[src/hw/rtl/gss_pkg.sv]
// Shared types, constants and microprogram for the golden-section search core.
// Used by gss_seq, gss_dp and golden_section_minimum_search_core; no dependencies.
package gss_pkg;

    // Field and datapath widths
    localparam int POINT_W   = 32;
    localparam int SCORE_W   = 32;
    localparam int ITER_W    = 6;
    localparam int FRAC_W    = 32;
    localparam int PROD_W    = POINT_W + FRAC_W;
    localparam int PHASE_W   = 3;
    localparam int STEP_W    = 5;
    localparam int OP_W      = 4;
    localparam int EMIT_W    = 3;
    localparam int PSEL_W    = 3;
    localparam int COND_W    = 2;
    localparam int IN_DATA_W  = 32;
    localparam int OUT_DATA_W = 104;
    localparam int ADDR_W    = 4;
    localparam int REG_IDX_W = 2;

    // Golden ratios in unsigned Q0.32
    localparam logic [FRAC_W-1:0] INV_PHI  = 32'h9E37_79B9;
    localparam logic [FRAC_W-1:0] INV_PHI2 = 32'h61C8_8647;
    localparam logic [PROD_W-1:0] ROUND_HALF = PROD_W'(1) << (FRAC_W - 1);

    // Register indexes
    localparam logic [REG_IDX_W-1:0] REG_LOW  = 2'd0;
    localparam logic [REG_IDX_W-1:0] REG_HIGH = 2'd1;
    localparam logic [REG_IDX_W-1:0] REG_ITER = 2'd2;

    // Input and result kinds
    localparam logic KIND_START = 1'b0;
    localparam logic KIND_VALUE = 1'b1;
    localparam logic RES_PROBE  = 1'b0;
    localparam logic RES_FINAL  = 1'b1;

    // Search phases
    localparam logic [PHASE_W-1:0] PH_IDLE   = 3'd0;
    localparam logic [PHASE_W-1:0] PH_LEFT0  = 3'd1;
    localparam logic [PHASE_W-1:0] PH_RIGHT0 = 3'd2;
    localparam logic [PHASE_W-1:0] PH_LEFTN  = 3'd3;
    localparam logic [PHASE_W-1:0] PH_RIGHTN = 3'd4;

    // Datapath operations
    localparam logic [OP_W-1:0] OP_NONE     = 4'd0;
    localparam logic [OP_W-1:0] OP_ORDER    = 4'd1;
    localparam logic [OP_W-1:0] OP_SPAN     = 4'd2;
    localparam logic [OP_W-1:0] OP_MUL_PHI2 = 4'd3;
    localparam logic [OP_W-1:0] OP_SET_LEFT = 4'd4;
    localparam logic [OP_W-1:0] OP_MUL_PHI  = 4'd5;
    localparam logic [OP_W-1:0] OP_SET_RGT  = 4'd6;
    localparam logic [OP_W-1:0] OP_LSCORE   = 4'd7;
    localparam logic [OP_W-1:0] OP_RSCORE   = 4'd8;
    localparam logic [OP_W-1:0] OP_DIR      = 4'd9;
    localparam logic [OP_W-1:0] OP_DEC_MUL  = 4'd10;
    localparam logic [OP_W-1:0] OP_NARROW   = 4'd11;
    localparam logic [OP_W-1:0] OP_MUL_DIR  = 4'd12;
    localparam logic [OP_W-1:0] OP_SET_NEW  = 4'd13;
    localparam logic [OP_W-1:0] OP_CLR_ITER = 4'd14;

    // Result emission selects
    localparam logic [EMIT_W-1:0] EM_NONE   = 3'd0;
    localparam logic [EMIT_W-1:0] EM_LEFT   = 3'd1;
    localparam logic [EMIT_W-1:0] EM_RIGHT  = 3'd2;
    localparam logic [EMIT_W-1:0] EM_NEW    = 3'd3;
    localparam logic [EMIT_W-1:0] EM_BOUNDS = 3'd4;
    localparam logic [EMIT_W-1:0] EM_FINAL  = 3'd5;

    // Phase update selects
    localparam logic [PSEL_W-1:0] PS_KEEP   = 3'd0;
    localparam logic [PSEL_W-1:0] PS_IDLE   = 3'd1;
    localparam logic [PSEL_W-1:0] PS_LEFT0  = 3'd2;
    localparam logic [PSEL_W-1:0] PS_RIGHT0 = 3'd3;
    localparam logic [PSEL_W-1:0] PS_DIR    = 3'd4;

    // Jump conditions
    localparam logic [COND_W-1:0] CD_NEVER   = 2'd0;
    localparam logic [COND_W-1:0] CD_ALWAYS  = 2'd1;
    localparam logic [COND_W-1:0] CD_ITER_Z  = 2'd2;
    localparam logic [COND_W-1:0] CD_ITER_LE1 = 2'd3;

    // Microprogram addresses
    localparam logic [STEP_W-1:0] S_ORDER    = 5'd0;
    localparam logic [STEP_W-1:0] S_SPAN     = 5'd1;
    localparam logic [STEP_W-1:0] S_MUL_L    = 5'd2;
    localparam logic [STEP_W-1:0] S_SET_L    = 5'd3;
    localparam logic [STEP_W-1:0] S_MUL_R    = 5'd4;
    localparam logic [STEP_W-1:0] S_SET_R    = 5'd5;
    localparam logic [STEP_W-1:0] S_VAL_L0   = 5'd6;
    localparam logic [STEP_W-1:0] S_VAL_R    = 5'd7;
    localparam logic [STEP_W-1:0] S_VAL_LN   = 5'd8;
    localparam logic [STEP_W-1:0] S_ADV      = 5'd9;
    localparam logic [STEP_W-1:0] S_ADV_MUL  = 5'd10;
    localparam logic [STEP_W-1:0] S_NARROW   = 5'd11;
    localparam logic [STEP_W-1:0] S_MUL_NEW  = 5'd12;
    localparam logic [STEP_W-1:0] S_SET_NEW  = 5'd13;
    localparam logic [STEP_W-1:0] S_EMIT_NEW = 5'd14;
    localparam logic [STEP_W-1:0] S_FIN      = 5'd15;
    localparam logic [STEP_W-1:0] S_BOUNDS   = 5'd16;
    localparam logic [STEP_W-1:0] S_IGNORE   = 5'd17;

    // Control to the datapath for one executed step
    typedef struct packed {
        logic [OP_W-1:0]   op;
        logic [EMIT_W-1:0] emit;
        logic [PSEL_W-1:0] phase_sel;
    } ctrl_t;

    // Datapath status seen by the sequencer
    typedef struct packed {
        logic               iter_zero;
        logic               iter_le1;
        logic [PHASE_W-1:0] phase;
    } status_t;

    // One microcode word
    typedef struct packed {
        logic [OP_W-1:0]   op;
        logic [EMIT_W-1:0] emit;
        logic [PSEL_W-1:0] phase_sel;
        logic [COND_W-1:0] cond;
        logic [STEP_W-1:0] target;
        logic              last;
    } ucode_t;

    function automatic ucode_t mk(input logic [OP_W-1:0] op, input logic [EMIT_W-1:0] emit,
                                  input logic [PSEL_W-1:0] psel, input logic [COND_W-1:0] cond,
                                  input logic [STEP_W-1:0] target, input logic last);
        ucode_t w;
        w.op        = op;
        w.emit      = emit;
        w.phase_sel = psel;
        w.cond      = cond;
        w.target    = target;
        w.last      = last;
        return w;
    endfunction

    // Control store
    function automatic ucode_t ucode_rom(input logic [STEP_W-1:0] step);
        ucode_t w;
        unique case (step)
            // start: order bounds, then two interior points
            S_ORDER:    w = mk(OP_ORDER,    EM_NONE,   PS_KEEP,   CD_NEVER,    S_ORDER,  1'b0);
            S_SPAN:     w = mk(OP_SPAN,     EM_NONE,   PS_KEEP,   CD_ITER_Z,   S_BOUNDS, 1'b0);
            S_MUL_L:    w = mk(OP_MUL_PHI2, EM_NONE,   PS_KEEP,   CD_NEVER,    S_ORDER,  1'b0);
            S_SET_L:    w = mk(OP_SET_LEFT, EM_NONE,   PS_KEEP,   CD_NEVER,    S_ORDER,  1'b0);
            S_MUL_R:    w = mk(OP_MUL_PHI,  EM_NONE,   PS_KEEP,   CD_NEVER,    S_ORDER,  1'b0);
            S_SET_R:    w = mk(OP_SET_RGT,  EM_LEFT,   PS_LEFT0,  CD_NEVER,    S_ORDER,  1'b1);
            // objective values
            S_VAL_L0:   w = mk(OP_LSCORE,   EM_RIGHT,  PS_RIGHT0, CD_NEVER,    S_ORDER,  1'b1);
            S_VAL_R:    w = mk(OP_RSCORE,   EM_NONE,   PS_KEEP,   CD_ALWAYS,   S_ADV,    1'b0);
            S_VAL_LN:   w = mk(OP_LSCORE,   EM_NONE,   PS_KEEP,   CD_NEVER,    S_ORDER,  1'b0);
            // narrow the bracket or finish
            S_ADV:      w = mk(OP_DIR,      EM_NONE,   PS_KEEP,   CD_ITER_LE1, S_FIN,    1'b0);
            S_ADV_MUL:  w = mk(OP_DEC_MUL,  EM_NONE,   PS_KEEP,   CD_NEVER,    S_ORDER,  1'b0);
            S_NARROW:   w = mk(OP_NARROW,   EM_NONE,   PS_KEEP,   CD_NEVER,    S_ORDER,  1'b0);
            S_MUL_NEW:  w = mk(OP_MUL_DIR,  EM_NONE,   PS_KEEP,   CD_NEVER,    S_ORDER,  1'b0);
            S_SET_NEW:  w = mk(OP_SET_NEW,  EM_NONE,   PS_KEEP,   CD_NEVER,    S_ORDER,  1'b0);
            S_EMIT_NEW: w = mk(OP_NONE,     EM_NEW,    PS_DIR,    CD_NEVER,    S_ORDER,  1'b1);
            S_FIN:      w = mk(OP_CLR_ITER, EM_FINAL,  PS_IDLE,   CD_NEVER,    S_ORDER,  1'b1);
            S_BOUNDS:   w = mk(OP_NONE,     EM_BOUNDS, PS_IDLE,   CD_NEVER,    S_ORDER,  1'b1);
            S_IGNORE:   w = mk(OP_NONE,     EM_NONE,   PS_KEEP,   CD_NEVER,    S_ORDER,  1'b1);
            default:    w = mk(OP_NONE,     EM_NONE,   PS_KEEP,   CD_NEVER,    S_ORDER,  1'b1);
        endcase
        return w;
    endfunction

    // Entry address for an accepted word
    function automatic logic [STEP_W-1:0] entry_step(input logic kind,
                                                     input logic [PHASE_W-1:0] phase);
        logic [STEP_W-1:0] s;
        if (kind == KIND_START) begin
            s = S_ORDER;
        end else begin
            unique case (phase) inside
                PH_LEFT0:             s = S_VAL_L0;
                PH_RIGHT0, PH_RIGHTN: s = S_VAL_R;
                PH_LEFTN:             s = S_VAL_LN;
                default:              s = S_IGNORE;
            endcase
        end
        return s;
    endfunction

endpackage

[src/hw/rtl/gss_seq.sv]
// Microcode sequencer: step counter, control store lookup and conditional jumps.
// Depends on gss_pkg.
module gss_seq (
    input  logic              clk,
    input  logic              rst_n,
    input  logic              in_fire,
    input  logic              in_kind,
    input  logic              out_blocked,
    input  gss_pkg::status_t  status,
    output gss_pkg::ctrl_t    ctrl,
    output logic              busy
);
    import gss_pkg::*;

    logic              busy_reg, busy_next;
    logic [STEP_W-1:0] step_reg, step_next;
    ucode_t            uw;
    logic              stall;
    logic              fire;
    logic              take_jump;

    // Fetch and hold on a full result register
    assign uw    = ucode_rom(step_reg);
    assign stall = (uw.emit != EM_NONE) && out_blocked;
    assign fire  = busy_reg && !stall;
    assign busy  = busy_reg;

    // Evaluate jump condition
    always_comb
    begin
        case (uw.cond)
            CD_NEVER:    take_jump = 1'b0;
            CD_ALWAYS:   take_jump = 1'b1;
            CD_ITER_Z:   take_jump = status.iter_zero;
            CD_ITER_LE1: take_jump = status.iter_le1;
            default:     take_jump = 1'b0;
        endcase
    end

    // Advance the step counter
    always_comb
    begin
        busy_next = busy_reg;
        step_next = step_reg;
        if (in_fire)
        begin
            busy_next = 1'b1;
            step_next = entry_step(in_kind, status.phase);
        end
        else if (fire)
        begin
            if (uw.last)
            begin
                busy_next = 1'b0;
            end
            else if (take_jump)
            begin
                step_next = uw.target;
            end
            else
            begin
                step_next = step_reg + STEP_W'(1);
            end
        end
    end

    always_ff @(posedge clk or negedge rst_n)
    begin
        if (!rst_n)
        begin
            busy_reg <= 1'b0;
            step_reg <= S_ORDER;
        end
        else
        begin
            busy_reg <= busy_next;
            step_reg <= step_next;
        end
    end

    // Drive the datapath only on executed steps
    always_comb
    begin
        ctrl.op        = fire ? uw.op        : OP_NONE;
        ctrl.emit      = fire ? uw.emit      : EM_NONE;
        ctrl.phase_sel = fire ? uw.phase_sel : PS_KEEP;
    end

endmodule

[src/hw/rtl/gss_dp.sv]
// Search datapath: bracket and point registers, one 32x32 multiplier, result register.
// Depends on gss_pkg; driven by gss_seq.
module gss_dp (
    input  logic                               clk,
    input  logic                               rst_n,
    input  logic signed [gss_pkg::POINT_W-1:0] cfg_low,
    input  logic signed [gss_pkg::POINT_W-1:0] cfg_high,
    input  logic        [gss_pkg::ITER_W-1:0]  cfg_iter,
    input  logic                               in_fire,
    input  logic signed [gss_pkg::SCORE_W-1:0] in_value,
    input  gss_pkg::ctrl_t                     ctrl,
    output gss_pkg::status_t                   status,
    output logic                               out_valid,
    input  logic                               out_ready,
    output logic                               res_kind,
    output logic signed [gss_pkg::POINT_W-1:0] probe_point,
    output logic                               final_probe,
    output logic signed [gss_pkg::POINT_W-1:0] interval_low,
    output logic signed [gss_pkg::POINT_W-1:0] interval_high
);
    import gss_pkg::*;

    // Control state
    logic [ITER_W-1:0]  iter_reg, iter_next;
    logic [PHASE_W-1:0] phase_reg, phase_next;
    logic               ovalid_reg, ovalid_next;

    // Payload
    logic signed [POINT_W-1:0] blo_reg, blo_next;
    logic signed [POINT_W-1:0] bhi_reg, bhi_next;
    logic        [POINT_W-1:0] span_reg, span_next;
    logic signed [POINT_W-1:0] left_reg, left_next;
    logic signed [POINT_W-1:0] right_reg, right_next;
    logic signed [SCORE_W-1:0] lscore_reg, lscore_next;
    logic signed [SCORE_W-1:0] rscore_reg, rscore_next;
    logic signed [SCORE_W-1:0] value_reg, value_next;
    logic        [PROD_W-1:0]  prod_reg, prod_next;
    logic                      dir_reg, dir_next;
    logic                      rkind_reg, rkind_next;
    logic signed [POINT_W-1:0] probe_reg, probe_next;
    logic                      last_reg, last_next;
    logic signed [POINT_W-1:0] ilo_reg, ilo_next;
    logic signed [POINT_W-1:0] ihi_reg, ihi_next;

    logic        [FRAC_W-1:0]  coef;
    logic        [PROD_W-1:0]  mul_out;
    logic        [PROD_W-1:0]  prod_rnd;
    logic        [POINT_W-1:0] rounded;
    logic signed [POINT_W-1:0] new_pt;
    logic                      go_left;

    // Multiplier coefficient select
    always_comb
    begin
        case (ctrl.op)
            OP_MUL_PHI2: coef = INV_PHI2;
            OP_MUL_DIR:  coef = dir_reg ? INV_PHI2 : INV_PHI;
            default:     coef = INV_PHI;
        endcase
    end

    assign mul_out  = PROD_W'(span_reg) * PROD_W'(coef);
    assign prod_rnd = prod_reg + ROUND_HALF;
    assign rounded  = prod_rnd[PROD_W-1 -: POINT_W];
    assign new_pt   = blo_reg + $signed(rounded);
    assign go_left  = lscore_reg < rscore_reg;

    assign status.iter_zero = (iter_reg == '0);
    assign status.iter_le1  = (iter_reg <= ITER_W'(1));
    assign status.phase     = phase_reg;

    // Execute one datapath operation
    always_comb
    begin
        iter_next   = iter_reg;
        blo_next    = blo_reg;
        bhi_next    = bhi_reg;
        span_next   = span_reg;
        left_next   = left_reg;
        right_next  = right_reg;
        lscore_next = lscore_reg;
        rscore_next = rscore_reg;
        prod_next   = prod_reg;
        dir_next    = dir_reg;
        value_next  = in_fire ? in_value : value_reg;
        unique case (ctrl.op)
            OP_NONE:
            begin
            end
            OP_ORDER:
            begin
                if (cfg_high < cfg_low)
                begin
                    blo_next = cfg_high;
                    bhi_next = cfg_low;
                end
                else
                begin
                    blo_next = cfg_low;
                    bhi_next = cfg_high;
                end
                iter_next = cfg_iter;
            end
            OP_SPAN:     span_next = POINT_W'(bhi_reg - blo_reg);
            OP_MUL_PHI2,
            OP_MUL_PHI,
            OP_MUL_DIR:  prod_next = mul_out;
            OP_SET_LEFT: left_next = new_pt;
            OP_SET_RGT:  right_next = new_pt;
            OP_LSCORE:   lscore_next = value_reg;
            OP_RSCORE:   rscore_next = value_reg;
            OP_DIR:      dir_next = go_left;
            OP_DEC_MUL:
            begin
                iter_next = iter_reg - ITER_W'(1);
                prod_next = mul_out;
            end
            OP_NARROW:
            begin
                span_next = rounded;
                if (dir_reg)
                begin
                    bhi_next    = right_reg;
                    right_next  = left_reg;
                    rscore_next = lscore_reg;
                end
                else
                begin
                    blo_next    = left_reg;
                    left_next   = right_reg;
                    lscore_next = rscore_reg;
                end
            end
            OP_SET_NEW:
            begin
                if (dir_reg)
                begin
                    left_next = new_pt;
                end
                else
                begin
                    right_next = new_pt;
                end
            end
            OP_CLR_ITER: iter_next = '0;
            default:
            begin
            end
        endcase
    end

    // Update the search phase
    always_comb
    begin
        unique case (ctrl.phase_sel)
            PS_KEEP:   phase_next = phase_reg;
            PS_IDLE:   phase_next = PH_IDLE;
            PS_LEFT0:  phase_next = PH_LEFT0;
            PS_RIGHT0: phase_next = PH_RIGHT0;
            PS_DIR:    phase_next = dir_reg ? PH_LEFTN : PH_RIGHTN;
            default:   phase_next = phase_reg;
        endcase
    end

    // Load the result register, drop it once taken
    always_comb
    begin
        rkind_next  = rkind_reg;
        probe_next  = probe_reg;
        last_next   = last_reg;
        ilo_next    = ilo_reg;
        ihi_next    = ihi_reg;
        ovalid_next = ovalid_reg && !out_ready;
        if (ctrl.emit != EM_NONE)
        begin
            ovalid_next = 1'b1;
            rkind_next  = RES_PROBE;
            probe_next  = '0;
            last_next   = (iter_reg == ITER_W'(1));
            ilo_next    = '0;
            ihi_next    = '0;
            unique case (ctrl.emit)
                EM_LEFT:  probe_next = left_reg;
                EM_RIGHT: probe_next = right_reg;
                EM_NEW:   probe_next = dir_reg ? left_reg : right_reg;
                EM_BOUNDS:
                begin
                    rkind_next = RES_FINAL;
                    last_next  = 1'b0;
                    ilo_next   = blo_reg;
                    ihi_next   = bhi_reg;
                end
                EM_FINAL:
                begin
                    rkind_next = RES_FINAL;
                    last_next  = 1'b0;
                    ilo_next   = dir_reg ? blo_reg : left_reg;
                    ihi_next   = dir_reg ? right_reg : bhi_reg;
                end
                default:
                begin
                end
            endcase
        end
    end

    always_ff @(posedge clk or negedge rst_n)
    begin
        if (!rst_n)
        begin
            iter_reg   <= '0;
            phase_reg  <= PH_IDLE;
            ovalid_reg <= 1'b0;
        end
        else
        begin
            iter_reg   <= iter_next;
            phase_reg  <= phase_next;
            ovalid_reg <= ovalid_next;
        end
    end

    always_ff @(posedge clk)
    begin
        blo_reg    <= blo_next;
        bhi_reg    <= bhi_next;
        span_reg   <= span_next;
        left_reg   <= left_next;
        right_reg  <= right_next;
        lscore_reg <= lscore_next;
        rscore_reg <= rscore_next;
        value_reg  <= value_next;
        prod_reg   <= prod_next;
        dir_reg    <= dir_next;
        rkind_reg  <= rkind_next;
        probe_reg  <= probe_next;
        last_reg   <= last_next;
        ilo_reg    <= ilo_next;
        ihi_reg    <= ihi_next;
    end

    assign out_valid     = ovalid_reg;
    assign res_kind      = rkind_reg;
    assign probe_point   = probe_reg;
    assign final_probe   = last_reg;
    assign interval_low  = ilo_reg;
    assign interval_high = ihi_reg;

endmodule

[src/hw/rtl/golden_section_minimum_search_core.sv]
// Golden-section minimum search core. A start word orders the bounds and leads to the first
// probe (to the bounds when the count is zero); an objective value leads to the second probe,
// the final interval or a new probe. The microprogram walks its steps through one shared
// multiplier; an emitting step holds while a result waits untaken. One word in work at a time;
// the next is taken after the last step.
// Reset (rst_n, asynchronous, active low) clears config registers, phase, count, result valid.
module golden_section_minimum_search_core (
    input  logic                             clk,
    input  logic                             rst_n,
    // configuration port
    input  logic                             psel,
    input  logic                             penable,
    input  logic                             pwrite,
    input  logic [gss_pkg::ADDR_W-1:0]       paddr,
    input  logic [31:0]                      pwdata,
    output logic [31:0]                      prdata,
    output logic                             pready,
    // input words
    input  logic                             s_tvalid,
    output logic                             s_tready,
    input  logic [gss_pkg::IN_DATA_W-1:0]    s_tdata,  // [31:0] objective_value
    input  logic                             s_tuser,  // [0] kind
    // result words
    output logic                             m_tvalid,
    input  logic                             m_tready,
    output logic [gss_pkg::OUT_DATA_W-1:0]   m_tdata,  // [31:0] probe_point, [32] final_probe,
                                                       // [64:33] interval_low,
                                                       // [96:65] interval_high, [103:97] zero
    output logic                             m_tuser   // [0] result_kind
);
    import gss_pkg::*;

    logic signed [POINT_W-1:0] low_reg;
    logic signed [POINT_W-1:0] high_reg;
    logic        [ITER_W-1:0]  iter_cfg_reg;
    logic                      cfg_wr;
    logic [REG_IDX_W-1:0]      reg_idx;

    logic                      in_fire;
    logic                      busy;
    ctrl_t                     ctrl;
    status_t                   status;
    logic                      out_valid;
    logic                      res_kind;
    logic signed [POINT_W-1:0] probe_point;
    logic                      final_probe;
    logic signed [POINT_W-1:0] interval_low;
    logic signed [POINT_W-1:0] interval_high;

    // Register writes
    assign pready  = 1'b1;
    assign cfg_wr  = psel && penable && pwrite && pready;
    assign reg_idx = paddr[ADDR_W-1:2];

    always_ff @(posedge clk or negedge rst_n)
    begin
        if (!rst_n)
        begin
            low_reg      <= '0;
            high_reg     <= '0;
            iter_cfg_reg <= '0;
        end
        else if (cfg_wr)
        begin
            case (reg_idx)
                REG_LOW:  low_reg      <= pwdata[POINT_W-1:0];
                REG_HIGH: high_reg     <= pwdata[POINT_W-1:0];
                REG_ITER: iter_cfg_reg <= pwdata[ITER_W-1:0];
                default:
                begin
                end
            endcase
        end
    end

    // Register reads
    always_comb
    begin
        case (reg_idx)
            REG_LOW:  prdata = low_reg;
            REG_HIGH: prdata = high_reg;
            REG_ITER: prdata = {{(32 - ITER_W){1'b0}}, iter_cfg_reg};
            default:  prdata = '0;
        endcase
    end

    // Input handshake
    assign s_tready = !busy;
    assign in_fire  = s_tvalid && s_tready;

    gss_seq u_seq (
        .clk         (clk),
        .rst_n       (rst_n),
        .in_fire     (in_fire),
        .in_kind     (s_tuser),
        .out_blocked (out_valid && !m_tready),
        .status      (status),
        .ctrl        (ctrl),
        .busy        (busy)
    );

    gss_dp u_dp (
        .clk           (clk),
        .rst_n         (rst_n),
        .cfg_low       (low_reg),
        .cfg_high      (high_reg),
        .cfg_iter      (iter_cfg_reg),
        .in_fire       (in_fire),
        .in_value      (s_tdata[SCORE_W-1:0]),
        .ctrl          (ctrl),
        .status        (status),
        .out_valid     (out_valid),
        .out_ready     (m_tready),
        .res_kind      (res_kind),
        .probe_point   (probe_point),
        .final_probe   (final_probe),
        .interval_low  (interval_low),
        .interval_high (interval_high)
    );

    // Pack the result word
    assign m_tvalid = out_valid;
    assign m_tuser  = res_kind;
    assign m_tdata  = {{(OUT_DATA_W - 3 * POINT_W - 1){1'b0}},
                       interval_high, interval_low, final_probe, probe_point};

endmodule
[config.mk]
export PLATFORM = sky130hd
export DESIGN_NAME = golden_section_minimum_search_core
export DESIGN_NICKNAME = d
export VERILOG_FILES = /design/src/hw/rtl/gss_pkg.sv /design/src/hw/rtl/gss_seq.sv /design/src/hw/rtl/gss_dp.sv /design/src/hw/rtl/golden_section_minimum_search_core.sv
export SDC_FILE = /design/constraint.sdc
export NUM_CORES = 2
export LEC_CHECK = 0
export ABC_AREA = 1
export BUFFER_PORTS_ARGS = -buffer_cell sky130_fd_sc_hd__buf_2
export CORE_ASPECT_RATIO = 1.1
export CORE_MARGIN = 2
export CORE_UTILIZATION = 58
export CTS_CLUSTER_DIAMETER = 100
export DETAILED_ROUTE_END_ITERATION = 10
export PLACE_DENSITY = 0.79
export SYNTH_ARGS = -nofsm -noshare
export SYNTH_HDL_FRONTEND = slang
export SYNTH_SLANG_ARGS = --single-unit
[constraint.sdc]
create_clock -name clk -period 8.9 [get_ports clk]
set_clock_uncertainty 0.2 [all_clocks]
set_input_delay 1.335 -clock clk [delete_from_list [all_inputs] [get_ports clk]]
set_output_delay 1.335 -clock clk [all_outputs]
set_load 0.02 [all_outputs]
# --- Yosys cells after proc, flatten, opt, wreduce, memory -nomap -nowiden ---
# Memories as Yosys holds them, arrays and structs flattened.
# Cells that the tools add are included.
word_totals:
  ff_bits: 505
  mem_bits_ro: 576
  inputBits: 76
  out_inout_bits: 140
  wordCells: 142
  mem_count: 1
op_classes:
  addsub: 5
  n_mul: 1
  order_cmp: 3
  eq_ne: 36
  n_mux: 39
  reduce_logical: 34
memory_table:
  columns: ["memory", "depth", "word_bits", "read_ports", "rd_clocked_by_memory_dff", "write_ports", "line_no", "source"]
  rows:
  - ["(no name shown)", 32, 18, 1, 0, 0, "gss_pkg.sv:143", "unique case (step)"]
ops:
  columns: ["cell", "count"]
  rows:
  - ["one-hot mux 32 bit (2 select lines)", 8]
  - ["one-hot mux 32 bit (3 select lines)", 4]
  - ["2-to-1 mux 32 bit", 9]
  - ["adder 64 x 32 -> 64 bit, second input constant", 1]
  - ["< comparator 32 bit", 2]
  - ["multiplier 32 x 32 -> 64 bit", 1]
  - ["adder 32 bit", 1]
  - ["subtractor 32 bit", 1]
  - ["== test 4 bit, second input constant", 7]
  - ["2-to-1 mux 5 bit", 5]
  - ["== test 3 x 2 -> 1 bit, second input constant", 6]
  - ["one-hot mux 6 bit (3 select lines)", 1]
  - ["== test 4 x 3 -> 1 bit, second input constant", 4]
  - ["one-hot mux 5 bit (3 select lines)", 1]
  - ["nonzero test 3 bit", 5]
  - ["AND reduction 2 bit", 7]
  - ["== test 3 bit, second input constant", 4]
  - ["one-hot mux 3 bit (4 select lines)", 1]
  - ["nonzero test 2 bit", 6]
  - ["== test 3 x 1 -> 1 bit, second input constant", 3]
  - ["2-to-1 mux 3 bit", 3]
  - ["== test 4 x 2 -> 1 bit, second input constant", 2]
  - ["== test 2 bit, second input constant", 3]
  - ["== test 6 x 1 -> 1 bit, second input constant", 1]
  - ["other kinds (17)", 32]

# --- Depth between registers and ports, before layout ---
logic_depth:
  ltp_word: 9
  mapped_depth: 45
  depth_no_buf: 44

# --- Cells and area by module ---
# Synthesis repeated with hierarchy kept, for this count alone.
hier_totals:
  cells_unflattened: 6180
  hier_area_um2: 53547.6
modules_own_cells:
  columns: ["module", "instances", "cells_each", "area_per_inst_um2", "seq_area_each_um2"]
  rows:
  - ["gss_dp", 1, 5602, 49286.0, 11901.4]
  - ["golden_section_minimum_search_core", 1, 434, 3301.9, 1751.7]
  - ["gss_seq", 1, 144, 959.7, 150.1]

# --- Worst setup path before layout ---
# Ideal clock, no wire load.
synth_timing:
  kind: "input to register"
  start: "in m_tready"
  end: "reg u_dp.prod_reg[60] (data pin)"
  setup_time_ns: 0.262
  arrival_time_ns: 9.078
  required_time_ns: 8.438
  setup_slack_ns: -0.640
  stages: 33
  n_path_buf: 2
  path_cell_list: "nor2_1 > nand2_1 > nand3_1 > nor2_1 > nand3_1 > nand2_4 > buf_2 > buf_1 > nor2_1 > inv_1 > fa_1 > fa_1 > inv_1 > fa_1 > inv_1 > fa_1 > inv_1 > fa_1 > fa_1 > fa_1 > inv_1 > fa_1 > inv_1 > ha_1 > a21oi_1 > inv_1 > a31oi_1 > nand2_1 > a21oi_1 > nor2_1 > a2111oi_0 > o21ai_1 > xor2_1"
synth_between:
  elab_chain_len: 9
  elab_cells_between_ends: 10
  cone_classes: "mul: 1; eq/ne: 2; mux: 2; reduce/logical: 5"
synth_rtl:
  columns: ["item", "line_no", "source"]
  rows:
  - ["from (decl)", "golden_section_minimum_search_core.sv:25", "input logic m_tready,"]
  - ["zero test 1 bit (*)", "golden_section_minimum_search_core.sv:96", ".out_blocked (out_valid && !m_tready),"]
  - ["logical AND 1 bit (*)", "golden_section_minimum_search_core.sv:96", null]
  - ["logical AND 1 bit (*)", "gss_seq.sv:24", "assign stall = (uw.emit != EM_NONE) && out_blocked;"]
  - ["zero test 1 bit (*)", "gss_seq.sv:25", "assign fire = busy_reg && !stall;"]
  - ["logical AND 1 bit (*)", "gss_seq.sv:25", null]
  - ["2-to-1 mux 4 bit (*)", "gss_seq.sv:84", "ctrl.op = fire ? uw.op : OP_NONE;"]
  - ["== test 4 bit or == test 4 x 2 -> 1 bit (tied branches)", "gss_dp.sv:55", "case (ctrl.op)"]
  - ["one-hot mux 32 bit (2 select lines) (*)", "gss_dp.sv:55", null]
  - ["multiplier 32 x 32 -> 64 bit (*)", "gss_dp.sv:62", "assign mul_out = PROD_W'(span_reg) * PROD_W'(coef);"]
  - ["net u_dp.mul_out[60]", "gss_dp.sv:46", "logic [PROD_W-1:0] mul_out;"]
  - ["to (signal assigned)", "gss_dp.sv:233", "prod_reg <= prod_next;"]
  - ["to (decl)", "gss_dp.sv:37", "logic [PROD_W-1:0] prod_reg, prod_next;"]
# Mark *: on every way through the listed nets, which the timed path passes. The rest lies on a longest branch.
# A chain may end at the register's enable or synchronous reset.

# --- Worst setup path in the final report ---
layout_timing:
  start: "reg u_seq.step_reg[0]"
  end: "reg u_dp.prod_reg[52] (data pin)"
layout_between:
  elab_chain_len: 9
  elab_cells_between_ends: 10
  cone_classes: "mul: 1; eq/ne: 2; mux: 2; reduce/logical: 4; memory: 1"
layout_rtl:
  columns: ["item", "line_no", "source"]
  rows:
  - ["from (decl)", "gss_seq.sv:16", "logic [STEP_W-1:0] step_reg, step_next;"]
  - ["from (signal assigned)", "gss_seq.sv:77", "step_reg <= step_next;"]
  - ["memory read (32 x 18 bit) (*)", null, null]
  - ["nonzero test 3 bit", "gss_seq.sv:24", null]
  - ["logical AND 1 bit", "gss_seq.sv:24", null]
  - ["zero test 1 bit", "gss_seq.sv:25", null]
  - ["logical AND 1 bit", "gss_seq.sv:25", null]
  - ["2-to-1 mux 4 bit (*)", "gss_seq.sv:84", null]
  - ["== test 4 bit or == test 4 x 2 -> 1 bit (tied branches)", "gss_dp.sv:55", null]
  - ["one-hot mux 32 bit (2 select lines) (*)", "gss_dp.sv:55", null]
  - ["multiplier 32 x 32 -> 64 bit (*)", "gss_dp.sv:62", null]
  - ["net u_dp.mul_out[52]", "gss_dp.sv:46", null]
# Marks and branches as above.

==> qor.yml <==
outcome: "finished with violations"
violations: "negative setup slack"
gp_congestion: 0.9974
syn-instance-count: 5815
hpwl_mm: 134.0
overflow: 0
crit_type: "reg -> reg"
synth.distinct_cells: 60
die_w_um: 289.6
drc: 0
synth-adder-area-share_pct: 37.47
tritoncts: "yes"
crit_arrival_ps: 9150
avgViaCountPerCell: 5.546
worst_slack_ps: -133.1
grtUsageTotal_pct: 35.65
yosys-top-cells-area: "fa_1 26%, edfxtp_1 22%, ha_1 11%, inv_1 9.8%, nand2_1 7.0%"
crit_path_max_fanout: 17
io_pins: 216
fillers: 7039
ctsHoldBuffers: 0
synth_seq_area_share_pct: 26.53
crit_path_start_kind: "register"
synth_top_cell_by_area: "fa_1"
synth_xor_area_share_pct: 2.071
drt_iter0_drc: 3613
vias: 42760
min_path_cells: 2
relSlewSlack_pct: 19.09
largest_reg_flops: 33
rsz0062_at_grt: "yes"
r2r-end: "u_dp.prod_reg[52]"
setup_viol: 15
max-cap-violations: 0
cts_made_buffers: 45
muxShareOfSynthArea_pct: 0
drtPass1Iterations: 6
avgRoutedWirePerCell_um: 20.94
die_h_um: 318.1
syn_area_sq_mm: 0.05202
cts_max_level: 2
die-area_sq_mm: 0.09211
synth_edf_count: 388
clkSinkCount: 474
tightest_slew_ps: 1211
ys_warn_count: 0
hold_slack_ps: 290.3
cp_data_required_time_ps: 9020
holdPathEnd: "iter_cfg_reg[3]"
grt_max_degree: 230
grt_first_pass_wirelength_mm: 247.9
cp-startpoint: "u_seq.step_reg[0]"
drt-total-wl_mm: 161.5
fin_crit_ps: 9033
stdcell_count: 7711
synth_top_family_by_area: "adder cells"
ant_nets: 0
critPathMaxStageDelay_ps: 570
antenna_found_initial: 3
syn_avg_cell_area_sq_um: 8.946
hp-class: "reg -> reg"
clk_pin_slew_ps: 70
row_count: 115
clock_latency_ps: 620
yosys.area_share.simple_pct: 11.76
cpMostUsedCell: "fa_1"
clock-root-buffer: "clkbuf_16"
ff2ff_path_depth: 40
grt_pass1_vias: 44150
r2r_start: "u_seq.step_reg[0]"
rrSetupSlack_ps: -130
endpoint_kind: "register"
fin_nets: 7725
drive_above_1_share_pct: 17.86
synth-compound-area-share_pct: 10.95
ys_ff_latch: 474
io_buffers: 205
syn2layout_area_growth_pct: 17.44
maxSlewViolCount: 0
cp_slowest_cell: "fa_1"
max_clock_freq_ghz: 0.1107
synthFlopType: "edfxtp_1"
place_inst: 7604
timing.final.crit_share_pct: 101.5
clk_path_buf_depth: 3
synth_top_area_share_pct: 26.47
place_area_sq_mm: 0.05852
final_cell_mix: "1323 x inv_1, 940 x nand2_1, 662 x fa_1"
synth-async-reset-ratio_pct: 18.14
final_common_cell: "inv_1"
final_hold_viol_count: 0
core_area_sq_mm: 0.08921
hp-start: "iter_cfg_reg[3]"
final_area_sq_mm: 0.06110
initial_utilization_pct: 58.32
## cell families (layout without fill, tap and decap cells)
family / Yosys count / after routing
buffers and inverters: 1531 / 2247
and+or+nand+nor: 1520 / 1520
DFF: 474 / 474
other: 2 / 12
xor gates and xnor gates: 123 / 123
AOI/OAI and AO/OA: 1020 / 1020
adders and majority gates: 1145 / 1145
## cell type report
class                   instances  area [sq um]  share of cell area [%]
well taps                    1170          1464                   2.396
multi-input cells            3819         33510                   54.85
clock inverters                24         321.6                  0.5263
clock buffers                  59          1219                   1.995
repair buffers                799          5647                   9.242
flip-flops and latches        474         13800                   22.59
diodes                          1         2.502                0.004096
inverters                    1365          5130                   8.396
## cell usage after synthesis, drive strengths merged, types with 28 or more instances
cell       n
edfxtp   388
a31oi     54
dfrtp     86
xnor2     41
inv     1365
nand2    968
a21oi    240
clkbuf   117
ha       457
nand3     73
o221ai    39
fa       688
nor3      42
o21a      28
buf       49
xor2      82
nor2     378
o21ai    543
nand4     28
o22ai     31
## worst max-delay path by stage
stage,to,slack [ps],cells after the start
after floorplan,u_dp.prod_reg[61],8,34
after global placement,u_dp.prod_reg[61],-540,32
after detailed placement,u_dp.prod_reg[61],-610,33
after CTS,u_dp.prod_reg[60],-150,41
after global routing,u_dp.prod_reg[52],-480,40
final,u_dp.prod_reg[52],-130,40
## metal layers
metal / up-vias / track usage [%] / wire [um]
met1: 20810 / 45.82 / 61750
met2: 1814 / 59.55 / 78290
li1: 19730 / - / -
met5: - / 0 / 25
met4: 4 / 16.64 / 9371
met3: 409 / 5.064 / 12040
## per-stage QoR
step | utilization, % | TNS, ps | setup slack, ps
2_1_floorplan | - | 0 | 7.897
3_3_place_gp | 65.60 | -11480 | -537.8
3_5_place_dp | 65.60 | -13450 | -613.8
4_1_cts | 67.81 | -295.1 | -149.1
5_1_grt | 68.49 | -11140 | -476.3
6_report | 68.49 | -860.4 | -133.1
## critical path: cells and delay by family (launching register included)
| family | cells | cell delay (ps) |
|---|---|---|
| adders and majority gates | 11 | 4640 |
| and+or+nand+nor | 13 | 1450 |
| buffers and inverters | 11 | 1130 |
| AOI/OAI and AO/OA | 4 | 700 |
| DFF | 1 | 400 |
| xor gates and xnor gates | 1 | 170 |
## repair_timing
| item | in CTS | in global routing |
|---|---|---|
| setup buffers | 10 | 13 |
| gates cloned | 0 | 0 |
| gates resized for setup | 108 | 146 |
| endpoints found under the setup margin | 32 | 33 |
| pin swaps | 29 | 41 |
Power is not shown: default switching activity piles up to over one toggle a cycle in this logic, so the estimate is an artifact.
